`src/rtl/hkra_pkg.sv`:
```
// Shared types, constants and helper functions for the HID keyboard report
// to ASCII translator. No dependencies; every other file but the checker imports this package.
package hkra_pkg;

  localparam int KEY_SLOTS   = 6;
  localparam int SLOT_W      = (KEY_SLOTS > 1) ? $clog2(KEY_SLOTS) : 1;
  localparam int MAP_SIZE    = 57;
  localparam int QUEUE_DEPTH = 2;
  localparam int QPTR_W      = (QUEUE_DEPTH > 1) ? $clog2(QUEUE_DEPTH) : 1;
  localparam int QCNT_W      = $clog2(QUEUE_DEPTH + 1);

  localparam logic [7:0] SHIFT_BITS  = 8'h22;
  localparam logic [7:0] CTRL_BITS   = 8'h11;
  localparam logic [7:0] ARROW_FIRST = 8'h4F;
  localparam logic [7:0] ARROW_LAST  = 8'h52;
  localparam logic [7:0] MIN_LENGTH  = 8'd3;

  localparam logic [6:0] ESC_CHAR  = 7'h1B;
  localparam logic [6:0] CSI_CHAR  = 7'h5B;
  localparam logic [6:0] LOWER_A   = 7'h61;
  localparam logic [6:0] LOWER_Z   = 7'h7A;
  localparam logic [6:0] UPPER_A   = 7'h41;
  localparam logic [6:0] UPPER_Z   = 7'h5A;
  localparam logic [6:0] LOWER_OFS = 7'd96;
  localparam logic [6:0] UPPER_OFS = 7'd64;

  localparam logic [6:0] MAP_PLAIN [0:MAP_SIZE-1] = '{
    7'h00, 7'h00, 7'h00, 7'h00,
    7'h61, 7'h62, 7'h63, 7'h64, 7'h65, 7'h66, 7'h67, 7'h68, 7'h69,
    7'h6A, 7'h6B, 7'h6C, 7'h6D, 7'h6E, 7'h6F, 7'h70, 7'h71, 7'h72,
    7'h73, 7'h74, 7'h75, 7'h76, 7'h77, 7'h78, 7'h79, 7'h7A,
    7'h31, 7'h32, 7'h33, 7'h34, 7'h35, 7'h36, 7'h37, 7'h38, 7'h39, 7'h30,
    7'h0D, 7'h1B, 7'h7F, 7'h09, 7'h20,
    7'h2D, 7'h3D, 7'h5B, 7'h5D, 7'h5C,
    7'h00, 7'h3B, 7'h27, 7'h60,
    7'h2C, 7'h2E, 7'h2F
  };

  localparam logic [6:0] MAP_SHIFTED [0:MAP_SIZE-1] = '{
    7'h00, 7'h00, 7'h00, 7'h00,
    7'h41, 7'h42, 7'h43, 7'h44, 7'h45, 7'h46, 7'h47, 7'h48, 7'h49,
    7'h4A, 7'h4B, 7'h4C, 7'h4D, 7'h4E, 7'h4F, 7'h50, 7'h51, 7'h52,
    7'h53, 7'h54, 7'h55, 7'h56, 7'h57, 7'h58, 7'h59, 7'h5A,
    7'h21, 7'h40, 7'h23, 7'h24, 7'h25, 7'h5E, 7'h26, 7'h2A, 7'h28, 7'h29,
    7'h0D, 7'h1B, 7'h7F, 7'h09, 7'h20,
    7'h5F, 7'h2B, 7'h7B, 7'h7D, 7'h7C,
    7'h00, 7'h3A, 7'h22, 7'h7E,
    7'h3C, 7'h3E, 7'h3F
  };

  typedef logic [SLOT_W-1:0]         slot_idx_t;
  typedef logic [KEY_SLOTS-1:0]      slot_mask_t;
  typedef logic [KEY_SLOTS-1:0][7:0] slot_bytes_t;

  // One classified key slot: an arrow expands to three characters, with the
  // final letter held in ch.
  typedef struct packed {
    logic       vld;
    logic       arrow;
    logic [6:0] ch;
  } token_t;

  typedef token_t [KEY_SLOTS-1:0] entry_t;

  // Queue handshake between front and back.
  typedef struct packed {
    logic push;
    logic full;
    logic pop;
    logic avail;
  } queue_ctl_t;

  typedef enum logic [2:0] {
    SEQ_ESC   = 3'b001,
    SEQ_CSI   = 3'b010,
    SEQ_FINAL = 3'b100
  } arrow_seq_t;

  function automatic logic [6:0] arrow_final(input logic [1:0] sel);
    logic [6:0] ch;
    unique case (sel)
      2'd0: ch = 7'h43;
      2'd1: ch = 7'h44;
      2'd2: ch = 7'h42;
      2'd3: ch = 7'h41;
      default: ch = 7'h41;
    endcase
    return ch;
  endfunction

  function automatic slot_mask_t valid_mask(input entry_t e);
    slot_mask_t m;
    for (int i = 0; i < KEY_SLOTS; i++) m[i] = e[i].vld;
    return m;
  endfunction

  function automatic slot_idx_t first_slot(input slot_mask_t m);
    slot_idx_t idx;
    idx = '0;
    for (int i = KEY_SLOTS - 1; i >= 0; i--) begin
      if (m[i]) idx = SLOT_W'(i);
    end
    return idx;
  endfunction

  function automatic slot_idx_t next_slot(input slot_mask_t m, input slot_idx_t cur);
    slot_idx_t idx;
    idx = cur;
    for (int i = KEY_SLOTS - 1; i >= 0; i--) begin
      if (m[i] && (i > int'(cur))) idx = SLOT_W'(i);
    end
    return idx;
  endfunction

  function automatic logic any_after(input slot_mask_t m, input slot_idx_t cur);
    logic found;
    found = 1'b0;
    for (int i = 0; i < KEY_SLOTS; i++) begin
      if (m[i] && (i > int'(cur))) found = 1'b1;
    end
    return found;
  endfunction

endpackage

```
`src/rtl/hid_keyboard_report_to_ascii.sv`:
```
// Top level of the boot-keyboard report to ASCII translator.
// Depends on hkra_pkg, hkra_front, hkra_queue and hkra_back.
//
//   channel | handshake            | payload
//   --------+----------------------+-------------------------------------------
//   report  | in_valid / in_stall  | modifiers, key_slot_0..5, report_length
//   chars   | out_valid / out_stall| char_code, last_of_run
//
// A report is taken when the two-entry queue has room; its characters then
// leave at one per cycle while out_stall is low, up to 18 per report, all
// through the single output port of the back end.
// Reset (rst, synchronous) clears the remembered keys, the queue and the back end.
// A stall on the character side fills the queue and only then stalls reports.
module hid_keyboard_report_to_ascii (
  input  logic       clk,
  input  logic       rst,
  input  logic       in_valid,
  output logic       in_stall,
  input  logic [7:0] modifiers,
  input  logic [7:0] key_slot_0,
  input  logic [7:0] key_slot_1,
  input  logic [7:0] key_slot_2,
  input  logic [7:0] key_slot_3,
  input  logic [7:0] key_slot_4,
  input  logic [7:0] key_slot_5,
  input  logic [7:0] report_length,
  output logic       out_valid,
  input  logic       out_stall,
  output logic [6:0] char_code,
  output logic       last_of_run
);
  import hkra_pkg::*;

  slot_bytes_t key_in;
  entry_t      push_data;
  entry_t      pop_data;
  queue_ctl_t  ctl_to_q;
  queue_ctl_t  ctl_from_q;
  logic        q_push;
  logic        q_pop;

  // Gather the six slot ports into one vector, slot 0 first.
  assign key_in = {key_slot_5, key_slot_4, key_slot_3, key_slot_2, key_slot_1, key_slot_0};

  // The front compares each slot against the previous report and turns new
  // key presses into tokens; reports that yield no token are not queued, but
  // those of at least MIN_LENGTH still update the remembered keys.
  hkra_front u_front (
    .clk           (clk),
    .rst           (rst),
    .in_valid      (in_valid),
    .in_stall      (in_stall),
    .modifiers     (modifiers),
    .key_in        (key_in),
    .report_length (report_length),
    .q_full        (ctl_from_q.full),
    .q_push        (q_push),
    .q_data        (push_data)
  );

  always_comb begin
    ctl_to_q      = '0;
    ctl_to_q.push = q_push;
    ctl_to_q.pop  = q_pop;
  end

  // The queue decouples the two halves so that the front can keep taking
  // requests while the back is still sending characters of an earlier one.
  hkra_queue u_queue (
    .clk       (clk),
    .rst       (rst),
    .push_data (push_data),
    .pop_data  (pop_data),
    .ctl_in    (ctl_to_q),
    .ctl_out   (ctl_from_q)
  );

  // The back walks the tokens of one report in slot order; the last
  // character of the report carries last_of_run.
  hkra_back u_back (
    .clk         (clk),
    .rst         (rst),
    .q_avail     (ctl_from_q.avail),
    .q_data      (pop_data),
    .q_pop       (q_pop),
    .out_valid   (out_valid),
    .out_stall   (out_stall),
    .char_code   (char_code),
    .last_of_run (last_of_run)
  );

endmodule

```
`src/rtl/hkra_front.sv`:
```
// Front end: accepts reports, keeps the previous key codes and classifies
// every slot into a token. Depends on hkra_pkg.
module hkra_front (
  input  logic                 clk,
  input  logic                 rst,
  input  logic                 in_valid,
  output logic                 in_stall,
  input  logic [7:0]           modifiers,
  input  hkra_pkg::slot_bytes_t key_in,
  input  logic [7:0]           report_length,
  input  logic                 q_full,
  output logic                 q_push,
  output hkra_pkg::entry_t     q_data
);
  import hkra_pkg::*;

  slot_bytes_t prev_keys;
  slot_bytes_t cur;
  slot_mask_t  seen;
  logic        shifted;
  logic        ctrl;
  logic        accept;
  logic        long_report;

  function automatic token_t classify(input logic [7:0] code, input logic was_down,
                                      input logic sh, input logic ct);
    token_t     t;
    logic [6:0] ch;
    t  = '0;
    ch = '0;
    if ((code != 8'd0) && !was_down) begin
      if ((code >= ARROW_FIRST) && (code <= ARROW_LAST)) begin
        t.vld   = 1'b1;
        t.arrow = 1'b1;
        t.ch    = arrow_final(2'(code - ARROW_FIRST));
      end else begin
        if (code < 8'(MAP_SIZE)) ch = sh ? MAP_SHIFTED[code[5:0]] : MAP_PLAIN[code[5:0]];
        if (ct && (ch >= LOWER_A) && (ch <= LOWER_Z)) ch = ch - LOWER_OFS;
        if (ct && (ch >= UPPER_A) && (ch <= UPPER_Z)) ch = ch - UPPER_OFS;
        t.ch  = ch;
        t.vld = (ch != 7'd0);
      end
    end
    return t;
  endfunction

  assign shifted     = |(modifiers & SHIFT_BITS);
  assign ctrl        = |(modifiers & CTRL_BITS);
  assign in_stall    = q_full;
  assign accept      = in_valid && !in_stall;
  assign long_report = (report_length >= MIN_LENGTH);

  always_comb begin
    for (int i = 0; i < KEY_SLOTS; i++) begin
      // Slot i lies inside the report only when i + 1 is below the length.
      cur[i]  = ({1'b0, report_length} > 9'(i + 1)) ? key_in[i] : 8'd0;
      seen[i] = 1'b0;
      for (int j = 0; j < KEY_SLOTS; j++) begin
        if (prev_keys[j] == cur[i]) seen[i] = 1'b1;
      end
      q_data[i] = classify(cur[i], seen[i], shifted, ctrl);
    end
  end

  assign q_push = accept && long_report && (|valid_mask(q_data));

  always_ff @(posedge clk) begin
    if (rst) begin
      prev_keys <= '0;
    end else if (accept && long_report) begin
      prev_keys <= cur;
    end
  end

endmodule

```
`src/rtl/hkra_queue.sv`:
```
// Short queue of classified reports between the front and the back end.
// Depends on hkra_pkg.
module hkra_queue (
  input  logic                   clk,
  input  logic                   rst,
  input  hkra_pkg::entry_t       push_data,
  output hkra_pkg::entry_t       pop_data,
  input  hkra_pkg::queue_ctl_t   ctl_in,
  output hkra_pkg::queue_ctl_t   ctl_out
);
  import hkra_pkg::*;

  entry_t             store [QUEUE_DEPTH];
  logic [QPTR_W-1:0]  wr_ptr;
  logic [QPTR_W-1:0]  rd_ptr;
  logic [QCNT_W-1:0]  count;
  logic               do_push;
  logic               do_pop;

  assign do_push = ctl_in.push && (count != QCNT_W'(QUEUE_DEPTH));
  assign do_pop  = ctl_in.pop && (count != '0);

  always_comb begin
    ctl_out       = '0;
    ctl_out.full  = (count == QCNT_W'(QUEUE_DEPTH));
    ctl_out.avail = (count != '0);
  end

  assign pop_data = store[rd_ptr];

  always_ff @(posedge clk) begin
    if (do_push) store[wr_ptr] <= push_data;
  end

  always_ff @(posedge clk) begin
    if (rst) begin
      wr_ptr <= '0;
      rd_ptr <= '0;
      count  <= '0;
    end else begin
      if (do_push) wr_ptr <= (wr_ptr == QPTR_W'(QUEUE_DEPTH - 1)) ? '0 : wr_ptr + 1'b1;
      if (do_pop)  rd_ptr <= (rd_ptr == QPTR_W'(QUEUE_DEPTH - 1)) ? '0 : rd_ptr + 1'b1;
      if (do_push && !do_pop) count <= count + 1'b1;
      else if (do_pop && !do_push) count <= count - 1'b1;
    end
  end

endmodule

```
`src/rtl/hkra_back.sv`:
```
// Back end: walks the tokens of one queued report and sends one character
// per cycle unless stalled, expanding arrows to escape sequences. Depends on hkra_pkg.
module hkra_back (
  input  logic             clk,
  input  logic             rst,
  input  logic             q_avail,
  input  hkra_pkg::entry_t q_data,
  output logic             q_pop,
  output logic             out_valid,
  input  logic             out_stall,
  output logic [6:0]       char_code,
  output logic             last_of_run
);
  import hkra_pkg::*;

  logic       busy;
  entry_t     entry;
  slot_idx_t  idx;
  arrow_seq_t seq;
  slot_mask_t mask;
  token_t     tok;
  logic       token_done;
  logic       last;
  logic       out_accept;

  assign mask       = valid_mask(entry);
  assign tok        = entry[idx];
  assign token_done = !tok.arrow || (seq == SEQ_FINAL);
  assign last       = token_done && !any_after(mask, idx);
  assign out_valid  = busy;
  assign out_accept = busy && !out_stall;
  assign last_of_run = last;
  assign q_pop      = q_avail && (!busy || (out_accept && last));

  always_comb begin
    if (tok.arrow) begin
      unique case (seq)
        SEQ_ESC:   char_code = ESC_CHAR;
        SEQ_CSI:   char_code = CSI_CHAR;
        SEQ_FINAL: char_code = tok.ch;
        default:   char_code = tok.ch;
      endcase
    end else begin
      char_code = tok.ch;
    end
  end

  always_ff @(posedge clk) begin
    if (q_pop) entry <= q_data;
  end

  always_ff @(posedge clk) begin
    if (rst) begin
      busy <= 1'b0;
      idx  <= '0;
      seq  <= SEQ_ESC;
    end else if (q_pop) begin
      busy <= 1'b1;
      idx  <= first_slot(valid_mask(q_data));
      seq  <= SEQ_ESC;
    end else if (out_accept) begin
      if (last) begin
        busy <= 1'b0;
      end else if (!token_done) begin
        seq <= (seq == SEQ_ESC) ? SEQ_CSI : SEQ_FINAL;
      end else begin
        idx <= next_slot(mask, idx);
        seq <= SEQ_ESC;
      end
    end
  end

endmodule

```
`config.mk`:
```
export PLATFORM = sky130hd
export DESIGN_NAME = hid_keyboard_report_to_ascii
export DESIGN_NICKNAME = d
export VERILOG_FILES = /design/src/rtl/hkra_pkg.sv /design/src/rtl/hid_keyboard_report_to_ascii.sv /design/src/rtl/hkra_front.sv /design/src/rtl/hkra_queue.sv /design/src/rtl/hkra_back.sv
export SDC_FILE = /design/constraint.sdc
export NUM_CORES = 1
export LEC_CHECK = 0
export BUFFER_PORTS_ARGS = -buffer_cell sky130_fd_sc_hd__clkbuf_2
export CAP_MARGIN = 20
export CORE_ASPECT_RATIO = 1.2
export CORE_MARGIN = 10
export CORE_UTILIZATION = 25
export CTS_CLUSTER_SIZE = 8
export DETAILED_ROUTE_END_ITERATION = 8
export MAX_ROUTING_LAYER = met4
export PLACE_DENSITY = 0.38
export SYNTH_ARGS = -nofsm -noshare
export SYNTH_HDL_FRONTEND = slang
export SYNTH_SLANG_ARGS = --single-unit
```
`constraint.sdc`:
```
create_clock -name clk -period 12.3 [get_ports clk]
set_input_delay 1.23 -clock clk [delete_from_list [all_inputs] [get_ports clk]]
set_output_delay 1.23 -clock clk [all_outputs]
set_load 0.01 [all_outputs]
```
==> key figures, run 1 <==
Status
  – Outcome: completed

Placement
  – Placed cells: 3800
  – GPL Wtd Cong: 0.911
  – Buffers on Ports: 73
  – Pre-CTS setup slack: 4.03 ns
  – Hpwl dp: approximately 70000 µm
  – DP Area: 23500 µm²

Synthesis
  – Cells after synthesis: 2822
  – Yosys warning total: 0
  – Top_reg_cell synth: edfxtp_1
  – Yosys top cell area share: 0.215
  – Mapped Avg Cell Area: 7.96 µm²
  – Ys async rst share: 0
  – Post-synthesis instance area: ~22000 µm²
  – Top post-synthesis cells by area: edfxtp_1 22%, xnor2_1 5.4%, dfxtp_1 5.3%, nor2_1 4.4%, a31oi_1 4.2%
  – Synth Register Bits: 221
  – Synth Net Count: just under 3000
  – Synth cell types: 109
  – Sequential share of the synthesized area: 0.269
  – Largest area contributor in the netlist: edfxtp_1
  – Number of flops mapped to enable cells by yosys: approximately 160

Floorplanning
  – Die height: 348 µm
  – IO Count: 78
  – Initial Util: 0.252
  – Area of the die: around 100000 µm²
  – Core region area: 89200 µm²
  – Row Count: 120
  – Die Span X: 294 µm

Clock network
  – Root Buffer: clkbuf_16
  – Clk sink count: 221
  – Worst-path clk slew: 0.05 ns
  – CTS Buffer Depth: 3
  – CTS tree: done
  – TritonCTS buffer count: 35
  – Worst-skew pair later-pin latency: 0.57 ns
  – Post-CTS sizing: 0
  – CTS HTree Levels: 2
  – Post-CTS setup buffers: 0
  – CTS Hold Buffers Added: 0

Route
  – Initial detailed-routing violation count: roughly 2300
  – Number of vias in the routed layout: 22600
  – Post-route DRC: 0
  – Routed WL per cell: 25.7 µm
  – Via/cell ratio: 5.84
  – Post-route ant nets: 0
  – DR pass1 iterations: 5
  – Routed wire length: between 90000 and 100000 µm

Timing
  – Setup TNS: 0 ns
  – FMAX: 129 MHz
  – Worst slew margin: 0.217
  – Worst-margin pin slew: 1.16 ns
  – Fin Hold WS: 0.516 ns
  – Final Hold Viols: 0
  – RSZ-0062 raised after global routing: false
  – Min cycle time layout: between 7 and 8 ns
  – Worst Setup Slack, final: 4.58 ns
  – Setup violators final: 0
  – Skew final: 0.0460 ns
  – Fin crit share: 0.628
  – Slew Limit Fails: 0

GRT
  – Vias in the first global route: 21300
  – Congestion Overflow GR: 0
  – Tot GR Track Use: 0.192
  – Initial antenna violation count: 10
  – Largest net degree at the start of global routing: 65
  – First-pass GRT wire length: 147000 µm

Cells and area
  – Area grow syn2layout: 9.35%
  – Most frequent cells in the layout: 264 x nor2_1, 231 x nand2_1, 169 x a21oi_1, 161 x edfxtp_1, 149 x a31oi_1
  – Share of cells above drive strength 1: 0.116
  – FILL cells: 9650
  – Final nets: 2807
  – Commonest non-fill, non-tap cell in the layout: nor2_1
  – Design area: 24600 µm²
  – Cell Count, Final, Fillers Out: ~3900

Pwr
  – Leak: a little over 8 nW
  – VDD IR max: 100 µV
  – Pwr dens: 139 nW/µm²

Setup path
  – Worst EP required: 12.47 ns
  – Startpoint Class: primary input
  – Critical path peak fanout: 39
  – Critical path startpoint: report_length[4]
  – Worst R2R Start: u_front.prev_keys[22]$_SDFFE_PP0P_
  – WP data arrival: 7.89 ns
  – CP endpoint kind: flop
  – Setup CP Type: in2reg

Hold path
  – Min-Delay Startpoint: u_front.prev_keys[39]$_SDFFE_PP0P_
  – Hold Path Class: reg2reg

Run
  – # Max-Cap Violations: 0
-- synthesized netlist by cell type (50+ instances only) --
| cell | count |
|---|---|
| xnor2_1 | 139 |
| nand4_1 | 51 |
| dfxtp_1 | 60 |
| nor2b_1 | 52 |
| mux2_2 | 56 |
| nand3_1 | 79 |
| nor2_1 | 264 |
| o32ai_1 | 97 |
| nand2_1 | 232 |
| buf_2 | 71 |
| nor3_1 | 56 |
| edfxtp_1 | 161 |
| a31oi_1 | 149 |
| inv_1 | 64 |
| clkbuf_1 | 194 |
| o21ai_0 | 115 |
| nand2b_1 | 50 |
| nor4bb_1 | 80 |
| a21oi_1 | 169 |
| ha_1 | 61 |
-- registers in the layout, indices dropped and copies added (netlist names), 2 cells and up, named ones only --
name	flops
u_queue.count	2
u_queue.store	108
u_front.prev_keys	48
u_back.entry	53
u_back.idx	3
u_back.seq	3
-- cell families (layout without fill, tap and decap cells) --
| family | count (synthesis) | after routing | share of synthesized area |
|---|---|---|---|
| buf+inv | 390 | 273 | 0.0713 |
| mux | 83 | 83 | 0.0407 |
| other cells | 0 | 10 | 0 |
| flops | 221 | 221 | 0.269 |
| compound gates | 874 | 874 | 0.275 |
| simple gates | 1025 | 1025 | 0.245 |
| xor+xnor | 168 | 168 | 0.0655 |
| fa+ha+maj | 61 | 61 | 0.0340 |
-- area by class of cell --
type                       instances  area, µm²  area share
multi-input combinational       2211      14800       0.604
sequential                       221       6040       0.246
tap                             1159       1450      0.0591
clock buffer                      55        951      0.0387
timing repair buffer             140        866      0.0353
inverter                          69        259      0.0105
clock inverter                     9        129     0.00525
antenna                           10       25.0     0.00102
-- critical path, stage by stage --
cell,delay (ns)
clkbuf_2,0.22
a211oi_1,0.66
nand2_1,0.61
nand2_1,0.35
ha_1,0.38
nand2b_1,0.12
a311oi_1,0.70
nand2_1,0.22
nor3_1,0.68
ha_1,0.34
inv_1,0.07
o41ai_2,0.47
nor2_1,0.07
a22o_1,0.24
a31o_2,0.23
a31oi_2,0.25
and2_2,0.47
buf_4,0.54
-- metal layers --
layer	global-route usage	vias to the layer above	wire (µm)
li1	-	10400	-
met1	0.247	11300	44000
met2	0.310	815	47000
met3	0.0253	140	5590
met4	0.0577	0	3040
met5	-	-	0
-- worst paths after layout --
check                                       endpoint  slack (ns)  cells past startpoint
hold / removal    u_front.prev_keys[39]$_SDFFE_PP0P_        0.52                      2
setup / recovery      u_queue.store[1][30]$_DFFE_PP_        4.58                     18
setup reg to reg      u_queue.store[1][30]$_DFFE_PP_        7.47                     12
hold reg to reg   u_front.prev_keys[39]$_SDFFE_PP0P_        0.52                      2
-- where the power goes --
part           switching (mW)  internal, mW
logic                   0.808         0.458
registers               0.140          1.05
clock network           0.374         0.576
-- through the flow --
step / power (mW) / util
5_1_grt: 3.60 / 0.275
3_3_place_gp: 2.46 / 0.263
4_1_cts: 3.45 / 0.275
2_1_floorplan: 2.02 / -
6_report: 3.40 / 0.275
3_5_place_dp: 2.47 / 0.263
Power figures use the tool's default switching activity.
==> run 2: changes to the inputs <==
--- a/config.mk
+++ b/config.mk
@@ -13,7 +13,7 @@
 export CTS_CLUSTER_SIZE = 8
 export DETAILED_ROUTE_END_ITERATION = 8
 export MAX_ROUTING_LAYER = met4
-export PLACE_DENSITY = 0.38
+export PLACE_DENSITY = 0.39
 export SYNTH_ARGS = -nofsm -noshare
 export SYNTH_HDL_FRONTEND = slang
 export SYNTH_SLANG_ARGS = --single-unit
==> constraint.sdc (replaced) <==
create_clock -name clk -period 6.3 [get_ports clk]
set_input_delay 0.63 -clock clk [delete_from_list [all_inputs] [get_ports clk]]
set_output_delay 0.63 -clock clk [all_outputs]
set_load 0.01 [all_outputs]
==> run 2 against run 1 <==
Count of clock-buffer cells in the layout rose by 1. Non-clock buffer count increased by 74. Largest power group unchanged. Die area did not move. Largest cell class unchanged.
==> key figures, run 2 (synthesis results as in run 1) <==
Route
  – Number of vias in the routed layout: 23100 (+1.9%)
  – Post-route ant nets: 0 (unchanged)
  – Routed WL per cell: 26.2 µm (+1.9%)
  – Post-route DRC: 0 (unchanged)
  – DR pass1 iterations: 5 (unchanged)
  – Routed wire length: 103000 µm (+3.7%)
  – Via/cell ratio: 5.85 (+0.19%)
  – Initial detailed-routing violation count: 2370 (+3.8%)

Timing
  – Min cycle time layout: 5.57 ns
  – Worst-margin pin slew: 1.17 ns (+0.0109 ns)
  – FMAX: roughly 180 MHz
  – Worst slew margin: 0.216 (-0.00138)
  – RSZ-0062 raised after global routing: false
  – Skew final: 0.0323 ns (-0.0137 ns)
  – Slew Limit Fails: 0 (unchanged)
  – Setup TNS: 0 ns (unchanged)
  – Setup violators final: 0 (unchanged)
  – Final Hold Viols: 0 (unchanged)
  – Worst Setup Slack, final: 0.725 ns (-3.85 ns)
  – Fin crit share: 0.885

Placement
  – Hpwl dp: 74200 µm (+6.4%)
  – Placed cells: 3874 (+1.9%)
  – Buffers on Ports: 73 (unchanged)
  – GPL Wtd Cong: 0.929 (+2.0%)
  – DP Area: 24000 µm² (+2.5%)
  – Pre-CTS setup slack: 0.226 ns (-3.81 ns)

Cells and area
  – Biggest register: u_queue.store
  – Most frequent cells in the layout: 264 x nor2_1, 231 x nand2_1, 169 x a21oi_1, 161 x edfxtp_1, 149 x a31oi_1
  – Final core utilization: 0.281 (+0.00581)
  – Cell Count, Final, Fillers Out: 3942 (+1.8%)
  – Commonest non-fill, non-tap cell in the layout: nor2_1
  – Max FFs per register: 108 (unchanged)
  – Design area: 25100 µm² (+2.1%)
  – Largest registers: u_queue.store (108), u_back.entry (53), u_front.prev_keys (48)
  – Share of cells above drive strength 1: 0.139 (+0.0233)
  – Area grow syn2layout: 11.7%
  – Final nets: 2880 (+2.6%)

Clock network
  – CTS Hold Buffers Added: 0 (unchanged)
  – Root Buffer: clkbuf_16
  – CTS tree: done
  – TritonCTS buffer count: 34 (-2.9%)
  – Clk sink count: 221 (unchanged)
  – Post-CTS sizing: 0 (unchanged)
  – Worst-skew pair later-pin latency: 0.55 ns (-0.02 ns)
  – Worst-path clk slew: 0.05 ns (about the same)
  – CTS HTree Levels: 2 (unchanged)
  – CTS Buffer Depth: 3 (unchanged)
  – Post-CTS setup buffers: 0 (unchanged)

Pwr
  – Cell Int Power: 4.04 mW (+94%)
  – Clock network power share: 0.266 (-0.013)
  – VDD IR max: 147 µV (+46%)
  – Pwr dens: 265 nW/µm² (+91%)
  – Sequential share of power: 0.357 (+0.009)
  – Sw Pwr: 2.59 mW (+96%)
  – Leak: 8.49 nW (+4.2%)
  – Switching share of power: 0.391 (+0.00204)
  – Comb pwr share: 0.377 (+0.005)

Setup path
  – Max stage delay cell, worst path: nor3_4
  – Setup CP Type: in2reg
  – Critical path peak fanout: 11 (-72%)
  – Worst path top cell family by delay: compound AO/OA/AOI/OAI gates
  – WP data arrival: 6.03 ns (-1.86 ns)
  – CP Buf/Inv Count: 5 (+2)
  – Worst EP required: 6.75 ns (-5.72 ns)
  – Crit-path max cell delay: 0.81 ns (+0.11 ns)
  – CP endpoint kind: flop
  – Critical-path cell list: clkbuf_2 -> nor3_4 -> nand3_2 -> nand2_1 -> inv_1 -> ha_1 -> inv_1 -> ha_1 -> nor2b_1 -> a21oi_1 -> o21ai_0 -> a311o_1 -> inv_1 -> ha_1 -> inv_1 -> nor3_1 -> a2bb2oi_1 -> a211o_1 -> o2bb2ai_1 -> a31o_1 -> a31oi_2 -> ha_1 -> or3_1 -> a21oi_1
  – Startpoint Class: primary input

Floorplanning
  – IO Count: 78 (unchanged)
  – Die Span X: 294 µm (unchanged)
  – Die height: 348 µm (unchanged)
  – Row Count: 120 (unchanged)
  – Area of the die: 102000 µm² (unchanged)
  – Core region area: 89200 µm² (unchanged)
  – Initial Util: 0.252 (unchanged)

Run
  – # Max-Cap Violations: 0 (unchanged)

Hold path
  – Hold Path Class: reg2reg

GRT
  – Tot GR Track Use: 0.199 (+0.00745)
  – Initial antenna violation count: 5 (-5)
  – Vias in the first global route: 21900 (+3.2%)
  – First-pass GRT wire length: 151000 µm (+3.1%)
  – Largest net degree at the start of global routing: 62 (-4.6%)
  – Congestion Overflow GR: 0 (unchanged)

Status
  – Outcome: completed
[run 2: layout make-up]
type	instances	area, µm²
fill	9685	64100
multi-input combinational	2211	14800
sequential	221	6040
timing repair buffer	214	1460
tap	1159	1450
clock buffer	56	943
inverter	69	259
clock inverter	5	68.8
antenna	7	17.5
[run 2: metal layers]
metal  part of all wire  routed length [µm]  track usage  vias to the layer above
met5                  0                   0            -                        -
met4              0.038                3930       0.0707                        0
met3              0.052                5410       0.0246                      184
met2               0.49               50600        0.338                      887
met1               0.42               43300        0.241                    11400
li1                   -                   -            -                    10600
[run 2: path summary, 6_finish.rpt]
kind	startpoint	endpoint	slack, ns	cells past startpoint
max reg2reg	u_front.prev_keys[26]$_SDFFE_PP0P_	u_queue.count[1]$_SDFFE_PP0P_	1.87	13
min reg2reg	u_front.prev_keys[7]$_SDFFE_PP0P_	u_front.prev_keys[7]$_SDFFE_PP0P_	0.46	2
max	report_length[3]	u_queue.count[1]$_SDFFE_PP0P_	0.73	24
min	u_front.prev_keys[7]$_SDFFE_PP0P_	u_front.prev_keys[7]$_SDFFE_PP0P_	0.46	2
[run 2: worst reg2reg max path: stages, from the launching register on]
cell      delay [ns]
dfxtp_1         0.98
nor4bb_1        0.33
a31oi_1         0.07
o32a_1          0.19
or3_1           0.36
o22a_1          0.17
and4_1          0.24
o41a_1          0.27
or2_1           0.30
nor4b_4         0.35
a31oi_2         0.20
ha_1            0.36
or3_1           0.36
a21oi_1         0.14
[run 2: power groups by stage]
stage / registers, mW / logic (mW) / clock network (mW)
finish: 2.37 / 2.50 / 1.76
global route: 2.40 / 2.74 / 1.88
CTS: 2.38 / 2.52 / 1.83
detailed placement: 2.40 / 2.51 / 0
global placement: 2.39 / 2.49 / 0
floorplan: 2.15 / 1.79 / 0
[run 2: stage by stage]
step	total power, mW	hold slack (ns)
floorplan	3.94	0.480
global placement	4.88	0.440
detailed placement	4.91	0.451
CTS	6.73	0.442
global route	7.02	0.486
finish	6.63	0.458
